<file path="src/sv/kpc_pkg.sv">
// Shared types and constants of the key press classifier.
package kpc_pkg;

  localparam int KEY_W   = 4;
  localparam int COUNT_W = 10;
  localparam int KIND_W  = 3;
  localparam int ADDR_W  = 2;

  localparam logic [COUNT_W-1:0] COUNT_MAX = {COUNT_W{1'b1}};

  localparam logic [COUNT_W-1:0] SHORT_RST  = 10'd3;
  localparam logic [COUNT_W-1:0] LONG_RST   = 10'd100;
  localparam logic [COUNT_W-1:0] REPEAT_RST = 10'd110;

  localparam logic [ADDR_W-1:0] CFG_SHORT  = 2'd0;
  localparam logic [ADDR_W-1:0] CFG_LONG   = 2'd1;
  localparam logic [ADDR_W-1:0] CFG_REPEAT = 2'd2;

  typedef enum logic [KIND_W-1:0] {
    EV_SHORT_START   = 3'd0,
    EV_LONG_START    = 3'd1,
    EV_LONG_REPEAT   = 3'd2,
    EV_SHORT_RELEASE = 3'd3,
    EV_LONG_RELEASE  = 3'd4
  } ev_kind_t;

  typedef struct packed {
    logic [COUNT_W-1:0] short_thr;
    logic [COUNT_W-1:0] long_thr;
    logic [COUNT_W-1:0] repeat_thr;
  } thr_t;

  typedef struct packed {
    logic             valid;
    ev_kind_t         kind;
    logic [KEY_W-1:0] keys;
  } evt_t;

endpackage

</file>
<file path="src/sv/kpc_in_if.sv">
// Input channel carrying one sampled key mask per beat.
interface kpc_in_if;
  logic                       valid;
  logic                       ready;
  logic [kpc_pkg::KEY_W-1:0]  pressed_mask;
  modport source (output valid, output pressed_mask, input ready);
  modport sink   (input valid, input pressed_mask, output ready);
endinterface

</file>
<file path="src/sv/kpc_out_if.sv">
// Result channel carrying one classified key event per beat.
interface kpc_out_if;
  logic                       valid;
  logic                       ready;
  logic [kpc_pkg::KIND_W-1:0] event_kind;
  logic [kpc_pkg::KEY_W-1:0]  event_keys;
  modport source (output valid, output event_kind, output event_keys, input ready);
  modport sink   (input valid, input event_kind, input event_keys, output ready);
endinterface

</file>
<file path="src/sv/kpc_cfg_if.sv">
// Configuration write channel carrying a register index and write data.
interface kpc_cfg_if;
  logic                        valid;
  logic                        ready;
  logic [kpc_pkg::ADDR_W-1:0]  addr;
  logic [kpc_pkg::COUNT_W-1:0] data;
  modport source (output valid, output addr, output data, input ready);
  modport sink   (input valid, input addr, input data, output ready);
endinterface

</file>
<file path="src/sv/kpc_cfg_regs.sv">
// Threshold registers written through the configuration channel.
module kpc_cfg_regs (
  input  logic          clk,
  input  logic          rst_n,
  kpc_cfg_if.sink       cfg_ch,
  output kpc_pkg::thr_t thr
);
  import kpc_pkg::*;

  thr_t thr_r;
  thr_t thr_nxt;

  assign cfg_ch.ready = 1'b1;
  assign thr          = thr_r;

  always_comb begin
    thr_nxt = thr_r;
    if (cfg_ch.valid) begin
      unique case (cfg_ch.addr)
        CFG_SHORT:  thr_nxt.short_thr  = cfg_ch.data;
        CFG_LONG:   thr_nxt.long_thr   = cfg_ch.data;
        CFG_REPEAT: thr_nxt.repeat_thr = cfg_ch.data;
        default:    thr_nxt = thr_r;
      endcase
    end
  end

  always_ff @(posedge clk) begin
    if (!rst_n) begin
      thr_r.short_thr  <= SHORT_RST;
      thr_r.long_thr   <= LONG_RST;
      thr_r.repeat_thr <= REPEAT_RST;
    end else begin
      thr_r <= thr_nxt;
    end
  end

endmodule

</file>
<file path="src/sv/kpc_classify.sv">
// Hold counter, previous mask and event decision for one sample per cycle.
module kpc_classify (
  input  logic                      clk,
  input  logic                      rst_n,
  input  logic                      advance,
  input  logic [kpc_pkg::KEY_W-1:0] mask,
  input  kpc_pkg::thr_t             thr,
  output kpc_pkg::evt_t             evt
);
  import kpc_pkg::*;

  logic [KEY_W-1:0]   prev_mask_r;
  logic [COUNT_W-1:0] count_r;
  logic [COUNT_W-1:0] count_nxt;
  logic [COUNT_W-1:0] count_inc;

  always_comb begin
    count_inc = (count_r < COUNT_MAX) ? count_r + 1'b1 : count_r;
    count_nxt = count_r;
    evt.valid = 1'b0;
    evt.kind  = EV_SHORT_START;
    evt.keys  = mask;
    if (mask == prev_mask_r) begin
      if (mask != '0) begin
        count_nxt = count_inc;
        if (count_inc >= thr.repeat_thr) begin
          count_nxt = thr.long_thr;
          evt.valid = 1'b1;
          evt.kind  = EV_LONG_REPEAT;
        end else if (count_inc == thr.long_thr) begin
          evt.valid = 1'b1;
          evt.kind  = EV_LONG_START;
        end else if (count_inc == thr.short_thr) begin
          evt.valid = 1'b1;
          evt.kind  = EV_SHORT_START;
        end
      end
    end else begin
      count_nxt = '0;
      if (mask == '0) begin
        evt.keys = prev_mask_r;
        if (count_r >= thr.long_thr) begin
          evt.valid = 1'b1;
          evt.kind  = EV_LONG_RELEASE;
        end else if (count_r >= thr.short_thr) begin
          evt.valid = 1'b1;
          evt.kind  = EV_SHORT_RELEASE;
        end
      end
    end
  end

  always_ff @(posedge clk) begin
    if (!rst_n) begin
      prev_mask_r <= '0;
      count_r     <= '0;
    end else if (advance) begin
      prev_mask_r <= mask;
      count_r     <= count_nxt;
    end
  end

endmodule

</file>
<file path="src/sv/key_press_classifier.sv">
// Key press classifier top level: input register, classifier, result register.
// Path: a sample waits in the input register; its event, if any, goes to the result register.
// Throughput: one sample beat per cycle; the input register advances whenever the
// result register is empty or being drained.
// Reset: synchronous, active low; clears both valid flags, the previous mask and the
// hold count, and loads thresholds 3, 100 and 110.
module key_press_classifier #(
  parameter int KEYS = 4
) (
  input  logic      clk,
  input  logic      rst_n,
  kpc_in_if.sink    in_ch,
  kpc_out_if.source out_ch,
  kpc_cfg_if.sink   cfg_ch
);
  import kpc_pkg::*;

  localparam int KEY_BITS = (KEYS < KEY_W) ? KEYS : KEY_W;
  localparam logic [KEY_W-1:0] KEY_MASK = KEY_W'((1 << KEY_BITS) - 1);

  thr_t thr;
  evt_t evt;

  logic             s1_valid_r;
  logic             s1_valid_nxt;
  logic [KEY_W-1:0] s1_mask_r;
  logic             s1_fire;
  logic             in_fire;

  logic              out_valid_r;
  logic              out_valid_nxt;
  logic [KIND_W-1:0] out_kind_r;
  logic [KEY_W-1:0]  out_keys_r;

  kpc_cfg_regs u_cfg (
    .clk    (clk),
    .rst_n  (rst_n),
    .cfg_ch (cfg_ch),
    .thr    (thr)
  );

  kpc_classify u_cls (
    .clk     (clk),
    .rst_n   (rst_n),
    .advance (s1_fire),
    .mask    (s1_mask_r),
    .thr     (thr),
    .evt     (evt)
  );

  assign s1_fire     = s1_valid_r && (!out_valid_r || out_ch.ready);
  assign in_ch.ready = !s1_valid_r || s1_fire;
  assign in_fire     = in_ch.valid && in_ch.ready;

  always_comb begin
    s1_valid_nxt = s1_valid_r;
    if (in_fire) begin
      s1_valid_nxt = 1'b1;
    end else if (s1_fire) begin
      s1_valid_nxt = 1'b0;
    end
  end

  always_comb begin
    out_valid_nxt = out_valid_r;
    if (s1_fire) begin
      out_valid_nxt = evt.valid;
    end else if (out_ch.ready) begin
      out_valid_nxt = 1'b0;
    end
  end

  always_ff @(posedge clk) begin
    if (!rst_n) begin
      s1_valid_r  <= 1'b0;
      out_valid_r <= 1'b0;
    end else begin
      s1_valid_r  <= s1_valid_nxt;
      out_valid_r <= out_valid_nxt;
    end
  end

  always_ff @(posedge clk) begin
    if (in_fire) begin
      s1_mask_r <= in_ch.pressed_mask & KEY_MASK;
    end
    if (s1_fire) begin
      out_kind_r <= evt.kind;
      out_keys_r <= evt.keys;
    end
  end

  assign out_ch.valid      = out_valid_r;
  assign out_ch.event_kind = out_kind_r;
  assign out_ch.event_keys = out_keys_r;

  a_reset_clears_out: assert property (@(posedge clk)
    !rst_n |=> !out_ch.valid) else $error("result valid after reset");

  a_no_overrun: assert property (@(posedge clk) disable iff (!rst_n)
    in_fire |-> !(s1_valid_r && out_valid_r && !out_ch.ready))
    else $error("sample accepted over a stalled input register");

  a_kind_range: assert property (@(posedge clk) disable iff (!rst_n)
    out_ch.valid |-> out_ch.event_kind <= EV_LONG_RELEASE)
    else $error("event kind out of range");

  a_keys_nonzero: assert property (@(posedge clk) disable iff (!rst_n)
    out_ch.valid |-> out_ch.event_keys != '0)
    else $error("event without keys");

endmodule
</file>
<file path="src/flat_wrapper.sv">
// flat-port wrapper written by rule: the top's interface ports become plain ports
module key_press_classifier_flat import kpc_pkg::*;
#(
  parameter int KEYS = 4
)
  (clk, rst_n, in_ch_valid, in_ch_pressed_mask, in_ch_ready, out_ch_valid, out_ch_event_kind, out_ch_event_keys, out_ch_ready, cfg_ch_valid, cfg_ch_addr, cfg_ch_data, cfg_ch_ready);
  kpc_in_if in_ch_i ();
  kpc_out_if out_ch_i ();
  kpc_cfg_if cfg_ch_i ();
  input  logic clk;
  input  logic rst_n;
  input wire logic [$bits(in_ch_i.valid)-1:0] in_ch_valid;
  input wire logic [$bits(in_ch_i.pressed_mask)-1:0] in_ch_pressed_mask;
  output wire logic [$bits(in_ch_i.ready)-1:0] in_ch_ready;
  output wire logic [$bits(out_ch_i.valid)-1:0] out_ch_valid;
  output wire logic [$bits(out_ch_i.event_kind)-1:0] out_ch_event_kind;
  output wire logic [$bits(out_ch_i.event_keys)-1:0] out_ch_event_keys;
  input wire logic [$bits(out_ch_i.ready)-1:0] out_ch_ready;
  input wire logic [$bits(cfg_ch_i.valid)-1:0] cfg_ch_valid;
  input wire logic [$bits(cfg_ch_i.addr)-1:0] cfg_ch_addr;
  input wire logic [$bits(cfg_ch_i.data)-1:0] cfg_ch_data;
  output wire logic [$bits(cfg_ch_i.ready)-1:0] cfg_ch_ready;
  assign in_ch_i.valid = in_ch_valid;
  assign in_ch_i.pressed_mask = in_ch_pressed_mask;
  assign in_ch_ready = in_ch_i.ready;
  assign out_ch_valid = out_ch_i.valid;
  assign out_ch_event_kind = out_ch_i.event_kind;
  assign out_ch_event_keys = out_ch_i.event_keys;
  assign out_ch_i.ready = out_ch_ready;
  assign cfg_ch_i.valid = cfg_ch_valid;
  assign cfg_ch_i.addr = cfg_ch_addr;
  assign cfg_ch_i.data = cfg_ch_data;
  assign cfg_ch_ready = cfg_ch_i.ready;
  key_press_classifier #(.KEYS(KEYS)) u_core (.clk(clk), .rst_n(rst_n), .in_ch(in_ch_i), .out_ch(out_ch_i), .cfg_ch(cfg_ch_i));
endmodule
</file>
<file path="config.mk">
export PLATFORM = sky130hd
export DESIGN_NAME = key_press_classifier_flat
export DESIGN_NICKNAME = d
export VERILOG_FILES = /design/src/sv/kpc_pkg.sv /design/src/sv/kpc_in_if.sv /design/src/sv/kpc_out_if.sv /design/src/sv/kpc_cfg_if.sv /design/src/sv/kpc_cfg_regs.sv /design/src/sv/kpc_classify.sv /design/src/sv/key_press_classifier.sv /design/src/flat_wrapper.sv
export SDC_FILE = /design/constraint.sdc
export NUM_CORES = 1
export LEC_CHECK = 0
export ABC_CLOCK_PERIOD_IN_PS = 5700
export BUFFER_PORTS_ARGS = -buffer_cell sky130_fd_sc_hd__buf_2
export CAP_MARGIN = 20
export CORE_ASPECT_RATIO = 1.75
export CORE_UTILIZATION = 55
export CTS_CLUSTER_SIZE = 10
export DETAILED_ROUTE_END_ITERATION = 6
export PLACE_DENSITY = 0.77
export SYNTH_ARGS = -nofsm -noshare
export SYNTH_HDL_FRONTEND = slang
export SYNTH_SLANG_ARGS = --single-unit
export TNS_END_PERCENT = 30
</file>
<file path="constraint.sdc">
create_clock -name clk -period 5.7 [get_ports clk]
set_clock_uncertainty 0.05 [all_clocks]
set_input_delay 0.285 -clock clk [delete_from_list [all_inputs] [get_ports clk]]
set_output_delay 0.285 -clock clk [all_outputs]
set_load 0.05 [all_outputs]
</file>
==> summary.md, run 1 <==
### Route
* 0 — drc violations
* 6.21 — routed vias/inst
* 11400 um — sum of routed wire length over all layers
* 3567 — vias
* 5 — detailed-router iteration count before antenna repair
* 278 — Iteration-0 DRC Markers
* 19.9 um — DR WL/cell
* 0 — antenna-violating nets left

### Yosys
* dfxtp_1 (24%), ha_1 (9.9%), edfxtp_1 (8.5%) — top post-synthesis cells by area
* 0 — number of synthesis warnings
* 64 — number of distinct library cells after synthesis
* 57 — #FFs+latches synth
* 8.38 um^2 — per-instance average area after synthesis
* dfxtp_1 — primary flip-flop cell chosen by synthesis mapping
* 466 — post-synthesis instance total
* 518 — synthesized net count
* 32.0% — post-synthesis sequential area ratio
* 23.6% — share of Yosys cell area claimed by the top area cell type
* 3900 um^2 — cell area after technology mapping
* 0% — ys async rst share
* 11 — Post-synth EDFFs
* dfxtp_1 — cell type with the largest total area after synthesis

### Placed design
* 557 — number of cells in the design after placement
* 1.62 ns — worst slack at placement
* 1.07 — Final Wtd Congestion
* 29 — number of buffers added on ports
* 8580 um — half-perimeter wire length of the detailed placement result
* 4040 um^2 — Placed Area

### STA
* 0 — final-report setup violation count
* 0.782 ns — worst slew pin tran
* 1.48 ns — final worst setup slack
* 4.22 ns — crit path time final
* 0.0809 ns — hold slack
* 0.237 GHz — highest attainable clock frequency
* 47.4% — headroom to the max-slew limit
* 0 — Hold Vio Cnt, Final
* 74.1% — fraction of the cycle the final worst path needs
* no — RSZ-0062 raised after global routing
* 0 — final-report max-slew violation count
* 0 ns — Sum Neg Setup Slack

### Floorplanning
* 7450 um^2 — area enclosed by the die boundary
* 6860 um^2 — Floorplan Core Area
* 40 — Cell Rows
* 113 um — vertical die dimension
* 31 — ports placed on the boundary
* 65.7 um — Die Span X
* 57.0% — initial core utilization

### Run status
* completed — status

### Clock tree
* 0 — hold buffers post-CTS
* 3 — total number of H-tree levels
* 0.33 ns — later-pin clock latency in the skew report
* 0.05 ns — clock transition at the register clock pins on the worst setup and hold paths after CTS
* 9 — clock buffers created by TritonCTS
* 0 — number of setup buffers added after CTS
* built — TritonCTS clock tree
* 57 — number of clock sinks seen by CTS
* 0 — post-cts sizing count
* clkbuf_16 — cell at the root of the clock tree
* 2 — Max clock buf depth

### Power
* 222 uV — worst vdd rail ir drop
* 1.10 mW — total power
* 1.88 nW — leakage
* 252 nW/um^2 — power per cell area

### Finish
* 574 — post-layout instance count excluding filler cells
* 0 — ANT cells
* 537 — Final Net Count
* 63.7% — share of the core filled with cells
* 4370 um^2 — Design Area, Final
* 12.0% — fraction of layout cells with a size suffix above 1
* 11.8% — area growth from synthesis to final layout

### Critical path
* 5.84 ns — required time of the critical path
* flop to flop — critical path type
* flop — CP startpoint kind
* 13 — largest fanout of any net on the critical path
* flop — capturing element type of the critical path
* 1.48 ns — flop2flop setup slack
* 4.37 ns — Worst EP arrival

### Global route
* 17900 um — global-route wire length before repair
* 0 — GR Overflow Total
* 0 — number of antenna violations at the first check in global routing
* 47 — pin count of the biggest net entering global routing
* 32.6% — overall global routing resource usage
* 3446 — via count of the first global-routing pass

### Worst hold path
* input pin to flop — kind of path behind the tightest hold check

### Run
* 0 — max_cap viols

-- critical path, cell delays in order (launching register included) --
cell and delay (ns):
dfxtp_1 0.51, ha_1 0.50, nand3_1 0.38, nor3_2 0.35, nor2_1 0.11, ha_1 0.23
or4_1 0.50, a21oi_1 0.15, o21ai_1 0.10, a221oi_2 0.25, buf_4 0.29, inv_2 0.07
a2111oi_0 0.45, a31oi_1 0.15
-- flip-flops by register name, indices dropped and copies added (netlist names) --
name,count
u_core.s1_mask_r,4
u_core.out_ch.event_keys,4
u_core.s1_valid_r,1
u_core.out_ch.event_kind,3
u_core.u_cls.prev_mask_r,4
u_core.out_ch.valid,1
u_core.u_cfg.thr,30
u_core.u_cls.count_r,10
-- routing by layer --
layer	part of all wire [%]	wire length, um	up-vias	track usage (%)
li1	-	-	1707	-
met3	5.0	575	48	5.90
met2	52	5960	138	56.7
met5	0	0	-	0
met4	6.4	735	0	23.2
met1	36	4170	1674	34.1
-- cell usage in the layout, fill, tap and decap left out, drive strengths merged, types with 3 or more instances in the layout --
master and instances:
a2111oi 3, a211oi 4, a21boi 13, a21o 8
a21oi 19, a22oi 3, a31oi 7, and2 11
and3 7, buf 32, clkbuf 12, clkinv 3
dfxtp 46, edfxtp 11, ha 31, inv 31
mux2i 17, nand2 60, nand2b 4, nand3 14
nand4 3, nor2 23, nor2b 16, nor3 8
nor4 6, o211ai 13, o21ai 34, o22ai 3
or4 3, xnor2 12, xor2 5
-- Yosys cell counts, types with 11 or more instances --
master / number
xnor2_1: 12
o211ai_1: 13
nor2b_1: 16
edfxtp_1: 11
dfxtp_1: 46
nand2_1: 60
a21boi_0: 12
mux2i_1: 17
inv_1: 30
nor2_1: 22
a21oi_1: 19
o21ai_0: 33
ha_1: 31
nand3_1: 11
-- area by class of cell --
class / count / area, um^2
sequential: 57 / 1250
inverter: 31 / 116
clock inverter: 4 / 48.8
timing repair buffer: 32 / 171
fill: 579 / 2490
multi-input combinational: 354 / 2410
clock buffer: 12 / 268
tap: 84 / 105
-- cells by family (layout without fill, tap and decap cells) --
family          Yosys count  in the layout  synth area share (%)
mux                      18             18                  4.65
buf+inv                  55             79                  6.47
fa+ha+maj                31             31                  9.93
other cells               1              1                0.0960
xor+xnor                 17             17                  3.81
compound gates          125            125                  21.8
simple gates            162            162                  21.2
flops                    57             57                  32.0
-- worst paths after layout --
path	startpoint	to	cells after the start
worst max-delay path	u_core.u_cls.count_r[1]	u_core.out_ch.valid	13
worst max register to register	u_core.u_cls.count_r[1]	u_core.out_ch.valid	13
worst min-delay path	in_ch_pressed_mask[0]	u_core.s1_mask_r[0]	1
worst min register to register	u_core.u_cfg.thr[4]	u_core.u_cfg.thr[4]	2
-- where the power goes --
group          switching (mW)  internal, mW  leakage, nW
sequential             0.0159         0.427        0.480
clock                   0.192         0.376        0.158
combinational          0.0573        0.0353         1.24
total                   0.265         0.838         1.88
Power figures use the tool's default switching activity.
==> run 2: changes to the inputs <==
--- a/config.mk
+++ b/config.mk
@@ -5,14 +5,14 @@
 export SDC_FILE = /design/constraint.sdc
 export NUM_CORES = 1
 export LEC_CHECK = 0
-export ABC_CLOCK_PERIOD_IN_PS = 5700
+export ABC_CLOCK_PERIOD_IN_PS = 3600
 export BUFFER_PORTS_ARGS = -buffer_cell sky130_fd_sc_hd__buf_2
 export CAP_MARGIN = 20
 export CORE_ASPECT_RATIO = 1.75
 export CORE_UTILIZATION = 55
 export CTS_CLUSTER_SIZE = 10
 export DETAILED_ROUTE_END_ITERATION = 6
-export PLACE_DENSITY = 0.77
+export PLACE_DENSITY = 0.8
 export SYNTH_ARGS = -nofsm -noshare
 export SYNTH_HDL_FRONTEND = slang
 export SYNTH_SLANG_ARGS = --single-unit
==> constraint.sdc (replaced) <==
create_clock -name clk -period 3.6 [get_ports clk]
set_clock_uncertainty 0.05 [all_clocks]
set_input_delay 0.18 -clock clk [delete_from_list [all_inputs] [get_ports clk]]
set_output_delay 0.18 -clock clk [all_outputs]
set_load 0.05 [all_outputs]
==> summary.md, run 2 (synthesis results as in run 1) <==
### Run status
* completed — status

### Finish
* 19.5% — area growth from synthesis to final layout
* 0 — ANT cells, unchanged
* 546 — number of filler instances in the final layout, -5.7%
* nand2_1 — most frequent standard cell in the layout excluding fill and tap cells
* 573 — Final Net Count, +6.7%
* 18.1% — fraction of layout cells with a size suffix above 1, +6.0 points
* 30 — flip-flop count of the largest register after layout, unchanged
* nand2_1 (60), dfxtp_1 (45), o21ai_0 (33), buf_4 (33), ha_1 (31) — most used cells in the layout excluding fill and tap cells

### Clock tree
* clkbuf_16 — cell at the root of the clock tree
* built — TritonCTS clock tree
* 2 — Max clock buf depth, unchanged
* 9 — clock buffers created by TritonCTS, unchanged
* 0.05 ns — clock transition at the register clock pins on the worst setup and hold paths after CTS, about the same
* 57 — number of clock sinks seen by CTS, unchanged
* 3 — total number of H-tree levels, unchanged
* 0.33 ns — later-pin clock latency in the skew report, about the same

### STA
* 3.40 ns — crit path time final, -0.824 ns
* 0 ns — Sum Neg Setup Slack, unchanged
* 0 — final-report setup violation count, unchanged
* 0.836 ns — worst slew pin tran, +0.0544 ns
* 0 — Hold Vio Cnt, Final, unchanged
* no — RSZ-0062 raised after global routing
* 0.294 GHz — highest attainable clock frequency, +24%
* 0.0474 ns — hold slack, -0.0335 ns
* 43.8% — headroom to the max-slew limit, -3.7 points
* 0 — final-report max-slew violation count, unchanged
* 94.5% — fraction of the cycle the final worst path needs, +20 points

### Critical path
* nand3_2, nor2_1, xnor2_1, nand2_1, ha_1, or4_1, a21oi_1, o21ai_1, a221oi_2, buf_6, buf_4, mux2i_1, o21ai_0, and2_1 — sequence of cells on the critical path
* 2 — Crit path buffers/inverters, unchanged
* dfxtp_1 — crit path max-delay cell type
* 0.55 ns — Slowest Stage Delay on Critical Path, +0.04 ns
* flop to flop — critical path type
* simple AND/OR/NAND/NOR gates — dominant delay contributor by cell family on the critical path
* flop — CP startpoint kind
* 8 — largest fanout of any net on the critical path, -5
* 3.77 ns — required time of the critical path, -2.07 ns
* 3.57 ns — Worst EP arrival, -0.80 ns
* flop — capturing element type of the critical path

### Global route
* 47 — pin count of the biggest net entering global routing, unchanged
* 58.6% — Global Route met2 Usage, +1.9 points
* met2 — GR peak layer
* 0 — GR Overflow Total, unchanged
* 6.10% — global-route met3 utilization, +0.20 points
* 34.9% — met1 demand-to-capacity share in global routing, +0.83 points
* 0 — number of antenna violations at the first check in global routing, unchanged
* 3610 — via count of the first global-routing pass, +4.8%
* 18700 um — global-route wire length before repair, +4.5%
* 34.4% — overall global routing resource usage, +1.7 points

### Power
* 2.06 nW — leakage, +9.6%
* 1.77 mW — total power, +60%
* 353 uV — worst vdd rail ir drop, +59%
* 379 nW/um^2 — power per cell area, +50%

### Floorplanning
* 57.0% — initial core utilization, unchanged
* 7450 um^2 — area enclosed by the die boundary, unchanged
* 65.7 um — Die Span X, unchanged
* 6860 um^2 — Floorplan Core Area, unchanged
* 113 um — vertical die dimension, unchanged
* 31 — ports placed on the boundary, unchanged
* 40 — Cell Rows, unchanged

### Placed design
* 9210 um — half-perimeter wire length of the detailed placement result, +7.4%
* 0.967 — Final Wtd Congestion, -9.3%
* 29 — number of buffers added on ports, unchanged

### Route
* 0 — antenna-violating nets left, unchanged
* 12000 um — sum of routed wire length over all layers, +5.0%
* 5 — detailed-router iteration count before antenna repair, unchanged
* 6.18 — routed vias/inst, -0.63%
* 232 — Iteration-0 DRC Markers, -17%
* 19.7 um — DR WL/cell, -1.2%
* 3767 — vias, +5.6%
* 0 — drc violations, unchanged

### Run
* 0 — max_cap viols, unchanged

### Worst hold path
* input pin to flop — kind of path behind the tightest hold check

## run 2: where the power goes
| part | total [mW] | leakage (nW) | internal, mW | switching [mW] |
|---|---|---|---|---|
| clock | 0.914 | 0.159 | 0.622 | 0.292 |
| sequential | 0.700 | 0.481 | 0.676 | 0.0238 |
| combinational | 0.152 | 1.42 | 0.0604 | 0.0921 |
## run 2: stage by stage
stage | setup WS [ns] | cell area [um^2] | std cells | util, %
2_1_floorplan | 0.211 | 3910 | 466 | -
3_3_place_gp | 0.144 | 4250 | 585 | 62.0
3_5_place_dp | 0.166 | 4250 | 585 | 62.0
4_1_cts | 0.162 | 4610 | 605 | 67.2
5_1_grt | 0.0122 | 4670 | 610 | 68.1
6_report | 0.199 | 4670 | 610 | 68.1
## run 2: worst paths after layout
check | start | to | slack, ns | cells after the start
worst max register to register | u_core.u_cls.count_r[5] | u_core.u_cls.count_r[2] | 0.20 | 14
worst max-delay path | u_core.u_cls.count_r[5] | u_core.u_cls.count_r[2] | 0.20 | 14
worst min-delay path | cfg_ch_data[0] | u_core.u_cfg.thr[20] | 0.05 | 3
worst min register to register | u_core.u_cfg.thr[7] | u_core.u_cfg.thr[7] | 0.42 | 2
## run 2: routing by layer
layer	up-vias	share of wire, %
met1	1764	35
met3	68	4.8
met5	-	0
met2	156	51
li1	1779	-
met4	0	8.6
## run 2: worst register-to-register path, delay by kind of cell, from the launching register on
kind | cells | cell delay [ns]
DFF | 1 | 0.55
and+or+nand+nor | 5 | 1.25
buffers and inverters | 2 | 0.32
AOI/OAI and AO/OA | 4 | 0.57
adders and majority gates | 1 | 0.25
xor gates and xnor gates | 1 | 0.14
muxes | 1 | 0.17
## run 2: layout make-up
| cell class | instances | area [um^2] | share of cell area [%] |
|---|---|---|---|
| clock inverter | 5 | 78.8 | 1.69 |
| multi-input combinational | 354 | 2420 | 51.8 |
| tap | 84 | 105 | 2.25 |
| timing repair buffer | 68 | 455 | 9.76 |
| inverter | 31 | 116 | 2.49 |
| sequential | 57 | 1250 | 26.8 |
| clock buffer | 11 | 243 | 5.20 |
## run 2: timing repair
action                                  in CTS  in global routing
endpoints found under the setup margin       0                 11
hold buffers                                 4                  0
gates resized for setup                      0                  6
endpoints found under the hold margin        4                  0
buffers inserted                             0                  4
